--- src/design/hsvch_pkg.sv ---
// hsvch_pkg: widths, class box tables and control state type for the hsv color class histogram
// no dependencies; used by the interfaces, the classifier and the top level
package hsvch_pkg;

    localparam int HSV_WIDTH   = 8;
    localparam int COUNT_WIDTH = 20;
    localparam int COORD_WIDTH = 12;
    localparam int NUM_CLASSES = 11;
    localparam int CLASS_WIDTH = 4;

    localparam logic [CLASS_WIDTH-1:0] LAST_CLASS = CLASS_WIDTH'(NUM_CLASSES - 1);
    localparam logic [COUNT_WIDTH-1:0] COUNT_MAX  = {COUNT_WIDTH{1'b1}};

    // inclusive boxes in class order: red, orange, yellow, green, cyan, blue,
    // purple, magenta, black, gray, white
    localparam logic [HSV_WIDTH-1:0] BOX_HUE_LO [NUM_CLASSES] =
        '{8'd0, 8'd8, 8'd23, 8'd36, 8'd81, 8'd93, 8'd131, 8'd144, 8'd0, 8'd0, 8'd0};
    localparam logic [HSV_WIDTH-1:0] BOX_HUE_HI [NUM_CLASSES] =
        '{8'd7, 8'd22, 8'd35, 8'd80, 8'd92, 8'd130, 8'd143, 8'd170, 8'd180, 8'd180, 8'd180};
    localparam logic [HSV_WIDTH-1:0] BOX_SAT_LO [NUM_CLASSES] =
        '{8'd100, 8'd100, 8'd100, 8'd100, 8'd100, 8'd100, 8'd100, 8'd100, 8'd0, 8'd0, 8'd0};
    localparam logic [HSV_WIDTH-1:0] BOX_SAT_HI [NUM_CLASSES] =
        '{8'd255, 8'd255, 8'd255, 8'd255, 8'd255, 8'd255, 8'd255, 8'd255, 8'd30, 8'd30, 8'd15};
    localparam logic [HSV_WIDTH-1:0] BOX_VAL_LO [NUM_CLASSES] =
        '{8'd100, 8'd100, 8'd100, 8'd100, 8'd100, 8'd100, 8'd100, 8'd100, 8'd0, 8'd31, 8'd234};
    localparam logic [HSV_WIDTH-1:0] BOX_VAL_HI [NUM_CLASSES] =
        '{8'd255, 8'd255, 8'd255, 8'd255, 8'd255, 8'd255, 8'd255, 8'd255, 8'd30, 8'd233, 8'd255};

    typedef logic [NUM_CLASSES-1:0] class_mask_t;

    typedef enum logic [1:0] {
        ST_IDLE,
        ST_SCAN,
        ST_EMIT
    } drain_state_t;

endpackage

--- src/design/hsvch_pixel_if.sv ---
// hsvch_pixel_if: valid/ready channel carrying one hsv pixel beat with its position
// depends on hsvch_pkg
interface hsvch_pixel_if
    import hsvch_pkg::*;
();
    logic                   valid;
    logic                   ready;
    logic [HSV_WIDTH-1:0]   hue;
    logic [HSV_WIDTH-1:0]   saturation;
    logic [HSV_WIDTH-1:0]   brightness;
    logic [COORD_WIDTH-1:0] pixel_row;
    logic [COORD_WIDTH-1:0] pixel_col;
    logic                   frame_end;

    modport source (
        output valid, hue, saturation, brightness, pixel_row, pixel_col, frame_end,
        input  ready
    );
    modport sink (
        input  valid, hue, saturation, brightness, pixel_row, pixel_col, frame_end,
        output ready
    );
endinterface

--- src/design/hsvch_result_if.sv ---
// hsvch_result_if: valid/ready channel carrying one per-class histogram result beat
// depends on hsvch_pkg
interface hsvch_result_if
    import hsvch_pkg::*;
();
    logic                   valid;
    logic                   ready;
    logic [CLASS_WIDTH-1:0] class_index;
    logic [COUNT_WIDTH-1:0] class_count;
    logic [COORD_WIDTH-1:0] first_row;
    logic [COORD_WIDTH-1:0] first_col;
    logic [CLASS_WIDTH-1:0] dominant_class;
    logic                   last_result;

    modport source (
        output valid, class_index, class_count, first_row, first_col, dominant_class,
               last_result,
        input  ready
    );
    modport sink (
        input  valid, class_index, class_count, first_row, first_col, dominant_class,
               last_result,
        output ready
    );
endinterface

--- src/design/hsvch_classify.sv ---
// hsvch_classify: tests one hsv pixel against every class box, one match bit per class
// depends on hsvch_pkg for the box tables
module hsvch_classify
    import hsvch_pkg::*;
(
    input  logic [HSV_WIDTH-1:0] hue,
    input  logic [HSV_WIDTH-1:0] saturation,
    input  logic [HSV_WIDTH-1:0] brightness,
    output class_mask_t          match
);

    always_comb
    begin
        for (int c = 0; c < NUM_CLASSES; c++)
        begin
            match[c] = (hue >= BOX_HUE_LO[c]) && (hue <= BOX_HUE_HI[c]) &&
                       (saturation >= BOX_SAT_LO[c]) && (saturation <= BOX_SAT_HI[c]) &&
                       (brightness >= BOX_VAL_LO[c]) && (brightness <= BOX_VAL_HI[c]);
        end
    end

endmodule

--- src/design/hsv_color_class_histogram_top.sv ---
// hsv_color_class_histogram_top: per-frame hsv color class histogram with dominant class
// depends on hsvch_pkg, hsvch_pixel_if, hsvch_result_if and hsvch_classify
// throughput: one pixel beat per cycle; a frame_end beat waits only while the previous
//   frame_end still sits in the input register or its bank is being scanned or drained
// path: a frame_end beat goes through the input register, the bank load and the dominant
//   scan over the bank, then one result per cycle goes out as the sink takes them
// reset: rst_n clears all counts, first-position flags and the drain control at once
module hsv_color_class_histogram_top
    import hsvch_pkg::*;
(
    input  logic           clk,
    input  logic           rst_n,
    hsvch_pixel_if.sink    pixel,
    hsvch_result_if.source result
);

    // input register
    logic                   stage_valid_reg;
    logic                   stage_end_reg;
    logic [HSV_WIDTH-1:0]   stage_hue_reg;
    logic [HSV_WIDTH-1:0]   stage_sat_reg;
    logic [HSV_WIDTH-1:0]   stage_val_reg;
    logic [COORD_WIDTH-1:0] stage_row_reg;
    logic [COORD_WIDTH-1:0] stage_col_reg;

    // live per-class state of the frame in progress
    logic [COUNT_WIDTH-1:0] cnt_reg  [NUM_CLASSES];
    logic [COUNT_WIDTH-1:0] cnt_next [NUM_CLASSES];
    logic                   seen_reg [NUM_CLASSES];
    logic                   seen_next[NUM_CLASSES];
    logic [COORD_WIDTH-1:0] row_reg  [NUM_CLASSES];
    logic [COORD_WIDTH-1:0] row_next [NUM_CLASSES];
    logic [COORD_WIDTH-1:0] col_reg  [NUM_CLASSES];
    logic [COORD_WIDTH-1:0] col_next [NUM_CLASSES];

    // result bank: snapshot of a finished frame, scanned then drained
    logic [COUNT_WIDTH-1:0] bank_cnt_reg[NUM_CLASSES];
    logic [COORD_WIDTH-1:0] bank_row_reg[NUM_CLASSES];
    logic [COORD_WIDTH-1:0] bank_col_reg[NUM_CLASSES];

    // drain control
    drain_state_t           state_reg;
    drain_state_t           state_next;
    logic [CLASS_WIDTH-1:0] idx_reg;
    logic [CLASS_WIDTH-1:0] idx_next;
    logic [COUNT_WIDTH-1:0] best_reg;
    logic [COUNT_WIDTH-1:0] best_next;
    logic [CLASS_WIDTH-1:0] dom_reg;
    logic [CLASS_WIDTH-1:0] dom_next;
    logic                   out_load;

    // result register
    logic                   res_valid_reg;
    logic [CLASS_WIDTH-1:0] res_index_reg;
    logic [COUNT_WIDTH-1:0] res_count_reg;
    logic [COORD_WIDTH-1:0] res_row_reg;
    logic [COORD_WIDTH-1:0] res_col_reg;
    logic [CLASS_WIDTH-1:0] res_dom_reg;
    logic                   res_last_reg;

    class_mask_t            match;
    logic                   accept_in;
    logic                   frame_load;

    // ordinary pixels always go in; a frame_end pixel needs the bank free, counting the
    // frame_end that may already sit in the input register
    assign pixel.ready = !pixel.frame_end ||
                         ((state_reg == ST_IDLE) && !(stage_valid_reg && stage_end_reg));
    assign accept_in   = pixel.valid && pixel.ready;
    assign frame_load  = stage_valid_reg && stage_end_reg;

    always_ff @(posedge clk or negedge rst_n)
    begin
        if (!rst_n)
        begin
            stage_valid_reg <= 1'b0;
        end
        else
        begin
            stage_valid_reg <= accept_in;
        end
    end

    always_ff @(posedge clk)
    begin
        if (accept_in)
        begin
            stage_end_reg <= pixel.frame_end;
            stage_hue_reg <= pixel.hue;
            stage_sat_reg <= pixel.saturation;
            stage_val_reg <= pixel.brightness;
            stage_row_reg <= pixel.pixel_row;
            stage_col_reg <= pixel.pixel_col;
        end
    end

    hsvch_classify u_classify (
        .hue        (stage_hue_reg),
        .saturation (stage_sat_reg),
        .brightness (stage_val_reg),
        .match      (match)
    );

    // per-class update: saturating count, first position latched once per frame
    always_comb
    begin
        for (int c = 0; c < NUM_CLASSES; c++)
        begin
            cnt_next[c]  = cnt_reg[c];
            seen_next[c] = seen_reg[c];
            row_next[c]  = row_reg[c];
            col_next[c]  = col_reg[c];
            if (stage_valid_reg && match[c])
            begin
                if (cnt_reg[c] != COUNT_MAX)
                begin
                    cnt_next[c] = cnt_reg[c] + 1'b1;
                end
                if (!seen_reg[c])
                begin
                    seen_next[c] = 1'b1;
                    row_next[c]  = stage_row_reg;
                    col_next[c]  = stage_col_reg;
                end
            end
        end
    end

    always_ff @(posedge clk or negedge rst_n)
    begin
        if (!rst_n)
        begin
            for (int c = 0; c < NUM_CLASSES; c++)
            begin
                cnt_reg[c]  <= '0;
                seen_reg[c] <= 1'b0;
                row_reg[c]  <= '0;
                col_reg[c]  <= '0;
            end
        end
        else
        begin
            for (int c = 0; c < NUM_CLASSES; c++)
            begin
                // the frame_end pixel counts first, then the live state starts over
                if (frame_load)
                begin
                    cnt_reg[c]  <= '0;
                    seen_reg[c] <= 1'b0;
                    row_reg[c]  <= '0;
                    col_reg[c]  <= '0;
                end
                else
                begin
                    cnt_reg[c]  <= cnt_next[c];
                    seen_reg[c] <= seen_next[c];
                    row_reg[c]  <= row_next[c];
                    col_reg[c]  <= col_next[c];
                end
            end
        end
    end

    // snapshot includes the frame_end pixel's own update
    always_ff @(posedge clk)
    begin
        if (frame_load)
        begin
            for (int c = 0; c < NUM_CLASSES; c++)
            begin
                bank_cnt_reg[c] <= cnt_next[c];
                bank_row_reg[c] <= row_next[c];
                bank_col_reg[c] <= col_next[c];
            end
        end
    end

    // drain sequencer: scan the bank for the first strict maximum, then emit each class
    always_comb
    begin
        state_next = state_reg;
        case (state_reg)
            ST_IDLE:
            begin
                if (frame_load)
                begin
                    state_next = ST_SCAN;
                end
            end
            ST_SCAN:
            begin
                if (idx_reg == LAST_CLASS)
                begin
                    state_next = ST_EMIT;
                end
            end
            ST_EMIT:
            begin
                if (out_load && (idx_reg == LAST_CLASS))
                begin
                    state_next = ST_IDLE;
                end
            end
            default:
            begin
                state_next = ST_IDLE;
            end
        endcase
    end

    always_comb
    begin
        idx_next  = idx_reg;
        best_next = best_reg;
        dom_next  = dom_reg;
        out_load  = 1'b0;
        case (state_reg)
            ST_IDLE:
            begin
                idx_next  = '0;
                best_next = '0;
                dom_next  = '0;
            end
            ST_SCAN:
            begin
                // strict compare keeps the earlier class on a tie
                if (bank_cnt_reg[idx_reg] > best_reg)
                begin
                    best_next = bank_cnt_reg[idx_reg];
                    dom_next  = idx_reg;
                end
                idx_next = (idx_reg == LAST_CLASS) ? '0 : idx_reg + 1'b1;
            end
            ST_EMIT:
            begin
                out_load = !res_valid_reg || result.ready;
                if (out_load)
                begin
                    idx_next = (idx_reg == LAST_CLASS) ? '0 : idx_reg + 1'b1;
                end
            end
            default:
            begin
                idx_next = '0;
            end
        endcase
    end

    always_ff @(posedge clk or negedge rst_n)
    begin
        if (!rst_n)
        begin
            state_reg <= ST_IDLE;
            idx_reg   <= '0;
            best_reg  <= '0;
            dom_reg   <= '0;
        end
        else
        begin
            state_reg <= state_next;
            idx_reg   <= idx_next;
            best_reg  <= best_next;
            dom_reg   <= dom_next;
        end
    end

    // result register: once the drain is done, a waiting final beat does not block the pixel side
    always_ff @(posedge clk or negedge rst_n)
    begin
        if (!rst_n)
        begin
            res_valid_reg <= 1'b0;
        end
        else if (out_load)
        begin
            res_valid_reg <= 1'b1;
        end
        else if (result.ready)
        begin
            res_valid_reg <= 1'b0;
        end
    end

    always_ff @(posedge clk)
    begin
        if (out_load)
        begin
            res_index_reg <= idx_reg;
            res_count_reg <= bank_cnt_reg[idx_reg];
            res_row_reg   <= bank_row_reg[idx_reg];
            res_col_reg   <= bank_col_reg[idx_reg];
            res_dom_reg   <= dom_reg;
            res_last_reg  <= (idx_reg == LAST_CLASS);
        end
    end

    assign result.valid          = res_valid_reg;
    assign result.class_index    = res_index_reg;
    assign result.class_count    = res_count_reg;
    assign result.first_row      = res_row_reg;
    assign result.first_col      = res_col_reg;
    assign result.dominant_class = res_dom_reg;
    assign result.last_result    = res_last_reg;

    // a frame_end beat never lands on a busy bank
    a_frame_end_bank_free: assert property (@(posedge clk) disable iff (!rst_n)
        (pixel.valid && pixel.ready && pixel.frame_end) |->
        ((state_reg == ST_IDLE) && !(stage_valid_reg && stage_end_reg)))
        else $error("frame_end beat accepted while result bank busy");

    // bank load always starts a scan
    a_load_starts_scan: assert property (@(posedge clk) disable iff (!rst_n)
        frame_load |=> (state_reg == ST_SCAN))
        else $error("bank load did not start dominant scan");

    // last_result marks exactly the final class
    a_last_marks_final: assert property (@(posedge clk) disable iff (!rst_n)
        result.valid |-> (result.last_result == (result.class_index == LAST_CLASS)))
        else $error("last_result out of step with class_index");

    // dominant class is a legal class
    a_dominant_range: assert property (@(posedge clk) disable iff (!rst_n)
        result.valid |-> (result.dominant_class <= LAST_CLASS))
        else $error("dominant_class out of range");

endmodule

--- src/flat_wrapper.sv ---
// flat-port wrapper written by rule: the top's interface ports become plain ports
module hsv_color_class_histogram_top_flat import hsvch_pkg::*;
  (clk, rst_n, pixel_valid, pixel_hue, pixel_saturation, pixel_brightness, pixel_pixel_row, pixel_pixel_col, pixel_frame_end, pixel_ready, result_valid, result_class_index, result_class_count, result_first_row, result_first_col, result_dominant_class, result_last_result, result_ready);
  hsvch_pixel_if pixel_i ();
  hsvch_result_if result_i ();
  input  logic clk;
  input  logic rst_n;
  input wire logic [$bits(pixel_i.valid)-1:0] pixel_valid;
  input wire logic [$bits(pixel_i.hue)-1:0] pixel_hue;
  input wire logic [$bits(pixel_i.saturation)-1:0] pixel_saturation;
  input wire logic [$bits(pixel_i.brightness)-1:0] pixel_brightness;
  input wire logic [$bits(pixel_i.pixel_row)-1:0] pixel_pixel_row;
  input wire logic [$bits(pixel_i.pixel_col)-1:0] pixel_pixel_col;
  input wire logic [$bits(pixel_i.frame_end)-1:0] pixel_frame_end;
  output wire logic [$bits(pixel_i.ready)-1:0] pixel_ready;
  output wire logic [$bits(result_i.valid)-1:0] result_valid;
  output wire logic [$bits(result_i.class_index)-1:0] result_class_index;
  output wire logic [$bits(result_i.class_count)-1:0] result_class_count;
  output wire logic [$bits(result_i.first_row)-1:0] result_first_row;
  output wire logic [$bits(result_i.first_col)-1:0] result_first_col;
  output wire logic [$bits(result_i.dominant_class)-1:0] result_dominant_class;
  output wire logic [$bits(result_i.last_result)-1:0] result_last_result;
  input wire logic [$bits(result_i.ready)-1:0] result_ready;
  assign pixel_i.valid = pixel_valid;
  assign pixel_i.hue = pixel_hue;
  assign pixel_i.saturation = pixel_saturation;
  assign pixel_i.brightness = pixel_brightness;
  assign pixel_i.pixel_row = pixel_pixel_row;
  assign pixel_i.pixel_col = pixel_pixel_col;
  assign pixel_i.frame_end = pixel_frame_end;
  assign pixel_ready = pixel_i.ready;
  assign result_valid = result_i.valid;
  assign result_class_index = result_i.class_index;
  assign result_class_count = result_i.class_count;
  assign result_first_row = result_i.first_row;
  assign result_first_col = result_i.first_col;
  assign result_dominant_class = result_i.dominant_class;
  assign result_last_result = result_i.last_result;
  assign result_i.ready = result_ready;
  hsv_color_class_histogram_top u_core (.clk(clk), .rst_n(rst_n), .pixel(pixel_i), .result(result_i));
endmodule
--- config.mk ---
export PLATFORM = sky130hd
export DESIGN_NAME = hsv_color_class_histogram_top_flat
export DESIGN_NICKNAME = d
export VERILOG_FILES = /design/src/design/hsvch_pkg.sv /design/src/design/hsvch_pixel_if.sv /design/src/design/hsvch_result_if.sv /design/src/design/hsvch_classify.sv /design/src/design/hsv_color_class_histogram_top.sv /design/src/flat_wrapper.sv
export SDC_FILE = /design/constraint.sdc
export NUM_CORES = 2
export LEC_CHECK = 0
export ABC_AREA = 1
export BUFFER_PORTS_ARGS = -buffer_cell sky130_fd_sc_hd__buf_2
export CAP_MARGIN = 10
export CORE_ASPECT_RATIO = 1.1
export CORE_MARGIN = 4
export CORE_UTILIZATION = 45
export DETAILED_ROUTE_END_ITERATION = 8
export MAX_ROUTING_LAYER = met4
export PLACE_DENSITY = 0.62
export SLEW_MARGIN = 40
export SYNTH_ARGS = -nofsm -noshare
export SYNTH_HDL_FRONTEND = slang
export SYNTH_SLANG_ARGS = --single-unit
--- constraint.sdc ---
create_clock -name clk -period 22.4 [get_ports clk]
set_input_delay 2.24 -clock clk [delete_from_list [all_inputs] [get_ports clk]]
set_output_delay 2.24 -clock clk [all_outputs]
set_load 0.01 [all_outputs]
==> flow_metrics.py <==
metrics = {
    "clock_network": {
        "htreeDepth": 3,
        "cts_buffers": 115,
        "clock_sinks": 1113,
        "cts_buffer_depth": 3,
        "cts-resized-gates": 0,
        "holdBufCountCts": 0,
        "path_clk_slew_ns": 0.06,
        "cts-root-buf": "clkbuf_16",
        "post-cts-setup-buffers": 0,
        "clk_latency_ns": 0.74,
        "cts_tree": "done",
    },
    "timing": {
        "fmax_mhz": 193,
        "tns_ns": 0,
        "fin_skew_ns": 0.0567,
        "drv_slew": 0,
        "finalSetupViolCount": 0,
        "rsz0062_at_grt": "no",
        "hold_viol": 0,
        "min_period_over_period_pct": 23.2,
        "slew-limit-headroom_pct": 40.4,
        "fin_crit_ns": 5.19,
        "worstMarginPinSlew_ns": 0.893,
    },
    "critical_path": {
        "crit_slowest_cell": "dfrtp_4",
        "critical-path-max-stage-delay_ns": 0.71,
        "worstSetupStartpointType": "register",
        "worst_setup_path_end_kind": "register",
        "crit_required_ns": 22.99,
        "path_cells": "inv_6, buf_6, buf_6, nor2_1, o21ai_0, o211ai_1, nand3_1, nand2_1, ha_1, nand2_1, nor2_1, nand2_1, nor2_1, a21oi_2, buf_4, nand2_2, nand3_1, nand2_1",
        "crit_fanout": 75,
        "crit_buf_inv": 4,
        "cp.arrival_ns": 5.77,
        "path_delay_family": "buffers and inverters",
        "crit_type": "reg -> reg",
        "cpMostUsedCell": "nand2_1",
    },
    "detailed_routing": {
        "num_vias": 43200,
        "dr.first_iter.drc_count": 4356,
        "drt-total-wl_um": 159000,
        "firstDrtPassIters": 5,
        "wire_per_inst_um": 19.5,
        "drc_errors": 0,
        "vias_per_cell": 5.30,
        "postRouteAntennaNets": 0,
    },
    "floorplanning": {
        "die_y_um": 373,
        "dieWidth_um": 340,
        "start_util_pct": 45.4,
        "core_um2": 120000,
        "pin_count": 108,
        "rows": 133,
        "die_area_um2": 127000,
    },
    "logic_synthesis": {
        "ys_warn_count": 0,
        "synth_nets": 6603,
        "ys_seq_area_share_pct": 56.5,
        "syn_inst": 6514,
        "yosysUniqueCellTypes": 38,
        "syn_area_um2": 54400,
        "ys_ff_latch": 1113,
        "avgSynthCellArea_um2": 8.36,
    },
    "finish": {
        "syn_to_final_growth_pct": 10.9,
        "regArea_um2": 30800,
        "antenna_cells": 0,
        "nets": 6583,
        "multi_input_area_um2": 19300,
        "drive_above_1_share_pct": 6.40,
        "nFillCells": 11200,
    },
    "power_and_ir_drop": {
        "p_total_mw": 6.28,
        "leakagePower_nw": 29.6,
        "ir_worst_vdd_mv": 0.0691,
        "p_per_area_nw_per_um2": 104,
    },
    "placement": {
        "gp_congestion": 0.920,
        "place.detailed.hpwl_um": 100000,
        "port_buffers": 107,
    },
    "global_routing": {
        "grt_pass1_vias": 40600,
        "grt_pass1_wl_um": 244000,
        "track_usage_pct": 25.5,
        "antenna_found_initial": 2,
        "grt-ovfl-total": 0,
        "grt_start_max_net_pins": 141,
    },
    "status": {
        "status": "finished clean",
    },
    "worst_hold_path": {
        "hp-class": "reg -> reg",
    },
    "run": {
        "drv_cap": 0,
    },
}
==> report_power, final <==
part	total, mW	switching, mW	internal [mW]	leakage [nW]
logic	1.58	1.13	0.454	15.0
clock network	1.96	0.856	1.10	1.90
registers	2.74	0.212	2.52	12.8
total	6.28	2.20	4.08	29.6
==> path summary, 6_finish.rpt <==
| kind | from | cells past startpoint | to | slack (ns) |
|---|---|---|---|---|
| min | u_core.best_reg[2]$_DFFE_PN0P_ | 2 | u_core.best_reg[2]$_DFFE_PN0P_ | 0.51 |
| min reg2reg | u_core.best_reg[2]$_DFFE_PN0P_ | 2 | u_core.best_reg[2]$_DFFE_PN0P_ | 0.51 |
| min in group asynchronous | rst_n | 1 | u_core.cnt_reg[188]$_DFF_PN0_ | 1.40 |
| max in group asynchronous | rst_n | 4 | u_core.row_reg[121]$_DFF_PN0_ | 18.93 |
| max reg2reg | u_core.idx_reg[1]$_DFFE_PN0P_ | 18 | u_core.best_reg[17]$_DFFE_PN0P_ | 17.21 |
| max | u_core.idx_reg[1]$_DFFE_PN0P_ | 18 | u_core.best_reg[17]$_DFFE_PN0P_ | 17.21 |
==> cell type report <==
cell class	count	share of cell area [%]
multi-input cells	4251	32.0
clock buffers	160	5.45
well taps	1552	3.22
flip-flops and latches	1113	51.0
clock inverters	58	1.01
inverters	840	5.26
repair buffers	173	2.09
==> cell families after synthesis <==
kind of cell	Yosys count	synth area share (%)
AO/OA/AOI/OAI	950	9.36
XOR/XNOR	138	2.22
adder cells (fa/ha/maj)	36	0.827
buffers and inverters	1150	8.17
flip-flops	1113	56.5
AND/OR/NAND/NOR	3127	22.9
==> worst reg2reg max path: stages, from the launching register on <==
cell      delay [ns]
dfrtp_4         0.71
inv_6           0.36
buf_6           0.55
buf_6           0.63
nor2_1          0.11
o21ai_0         0.11
o211ai_1        0.18
nand3_1         0.17
nand2_1         0.09
ha_1            0.32
nand2_1         0.07
nor2_1          0.04
nand2_1         0.08
nor2_1          0.07
a21oi_2         0.54
buf_4           0.36
nand2_2         0.40
nand3_1         0.19
nand2_1         0.07
==> cells in the mapped netlist <==
master,number,area [um2]
a21o_1,1,7.51
clkinv_1,3,11.3
nand2_4,1,11.3
inv_2,7,26.3
nand2_1,1655,6210
nor2_1,1011,3790
nand3_4,1,17.5
buf_6,2,22.5
o21ai_1,75,375
nand2_2,7,43.8
nor3_2,1,10.0
nor2_4,3,33.8
a21boi_0,2,15.0
o221ai_1,20,175
nand3_1,355,1780
o21ai_0,576,2880
nor3_1,37,185
edfxtp_1,586,17600
nand4_1,24,150
o22ai_1,21,131
nand4_2,1,12.5
buf_4,6,45.0
nor2_2,10,62.6
and2_1,2,12.5
buf_2,77,385
clkbuf_1,214,803
or2_2,7,43.8
inv_1,830,3120
xnor2_1,13,114
xor2_1,125,1090
a21oi_1,163,816
buf_1,11,41.3
ha_1,36,450
dfrtp_1,527,13200
nand3b_1,10,75.1
nand3_2,1,10.0
o211ai_1,92,691
nor3b_1,1,7.51
==> placed cells by master (no fill, tap or decap), types with 6 or more instances in the layout <==
cell type / count
a21oi_1: 161
buf_2: 106
buf_4: 41
buf_6: 15
bufinv_16: 6
clkbuf_1: 23
clkbuf_16: 117
clkbuf_8: 20
clkinv_1: 8
clkinv_2: 23
clkinv_4: 7
clkinvlp_4: 8
dfrtp_1: 521
edfxtp_1: 586
ha_1: 36
inv_1: 827
inv_6: 7
nand2_1: 1649
nand2_2: 10
nand3_1: 355
nand3b_1: 10
nand4_1: 24
nor2_1: 1009
nor2_2: 7
nor2_4: 8
nor3_1: 37
o211ai_1: 92
o21ai_0: 575
o21ai_1: 76
o221ai_1: 20
o22ai_1: 21
or2_2: 7
xnor2_1: 13
xor2_1: 125
==> per-stage QoR <==
stage | instances | worst slack, ns | util [%] | hold slack [ns] | cell area (um2)
3_3_place_gp | 7917 | 16.19 | 46.9 | 0.490 | 56200
3_5_place_dp | 7923 | 17.08 | 47.0 | 0.493 | 56300
4_1_cts | 8141 | 17.04 | 50.3 | 0.510 | 60200
2_1_floorplan | 6514 | 7.18 | - | 0.423 | 54400
5_1_grt | 8147 | 16.88 | 50.4 | 0.530 | 60400
6_report | 8147 | 17.21 | 50.4 | 0.509 | 60400
==> layer usage <==
metal  routed length (um)  GRT usage [%]  vias to the layer above
met5                    0              -                        -
met3                10200           2.79                      210
met4                 3750           6.59                        0
met2                71900           39.1                     1374
li1                     -              -                    20800
met1                73200           36.5                    20800
No activity file was read; power rests on OpenSTA's default activity.
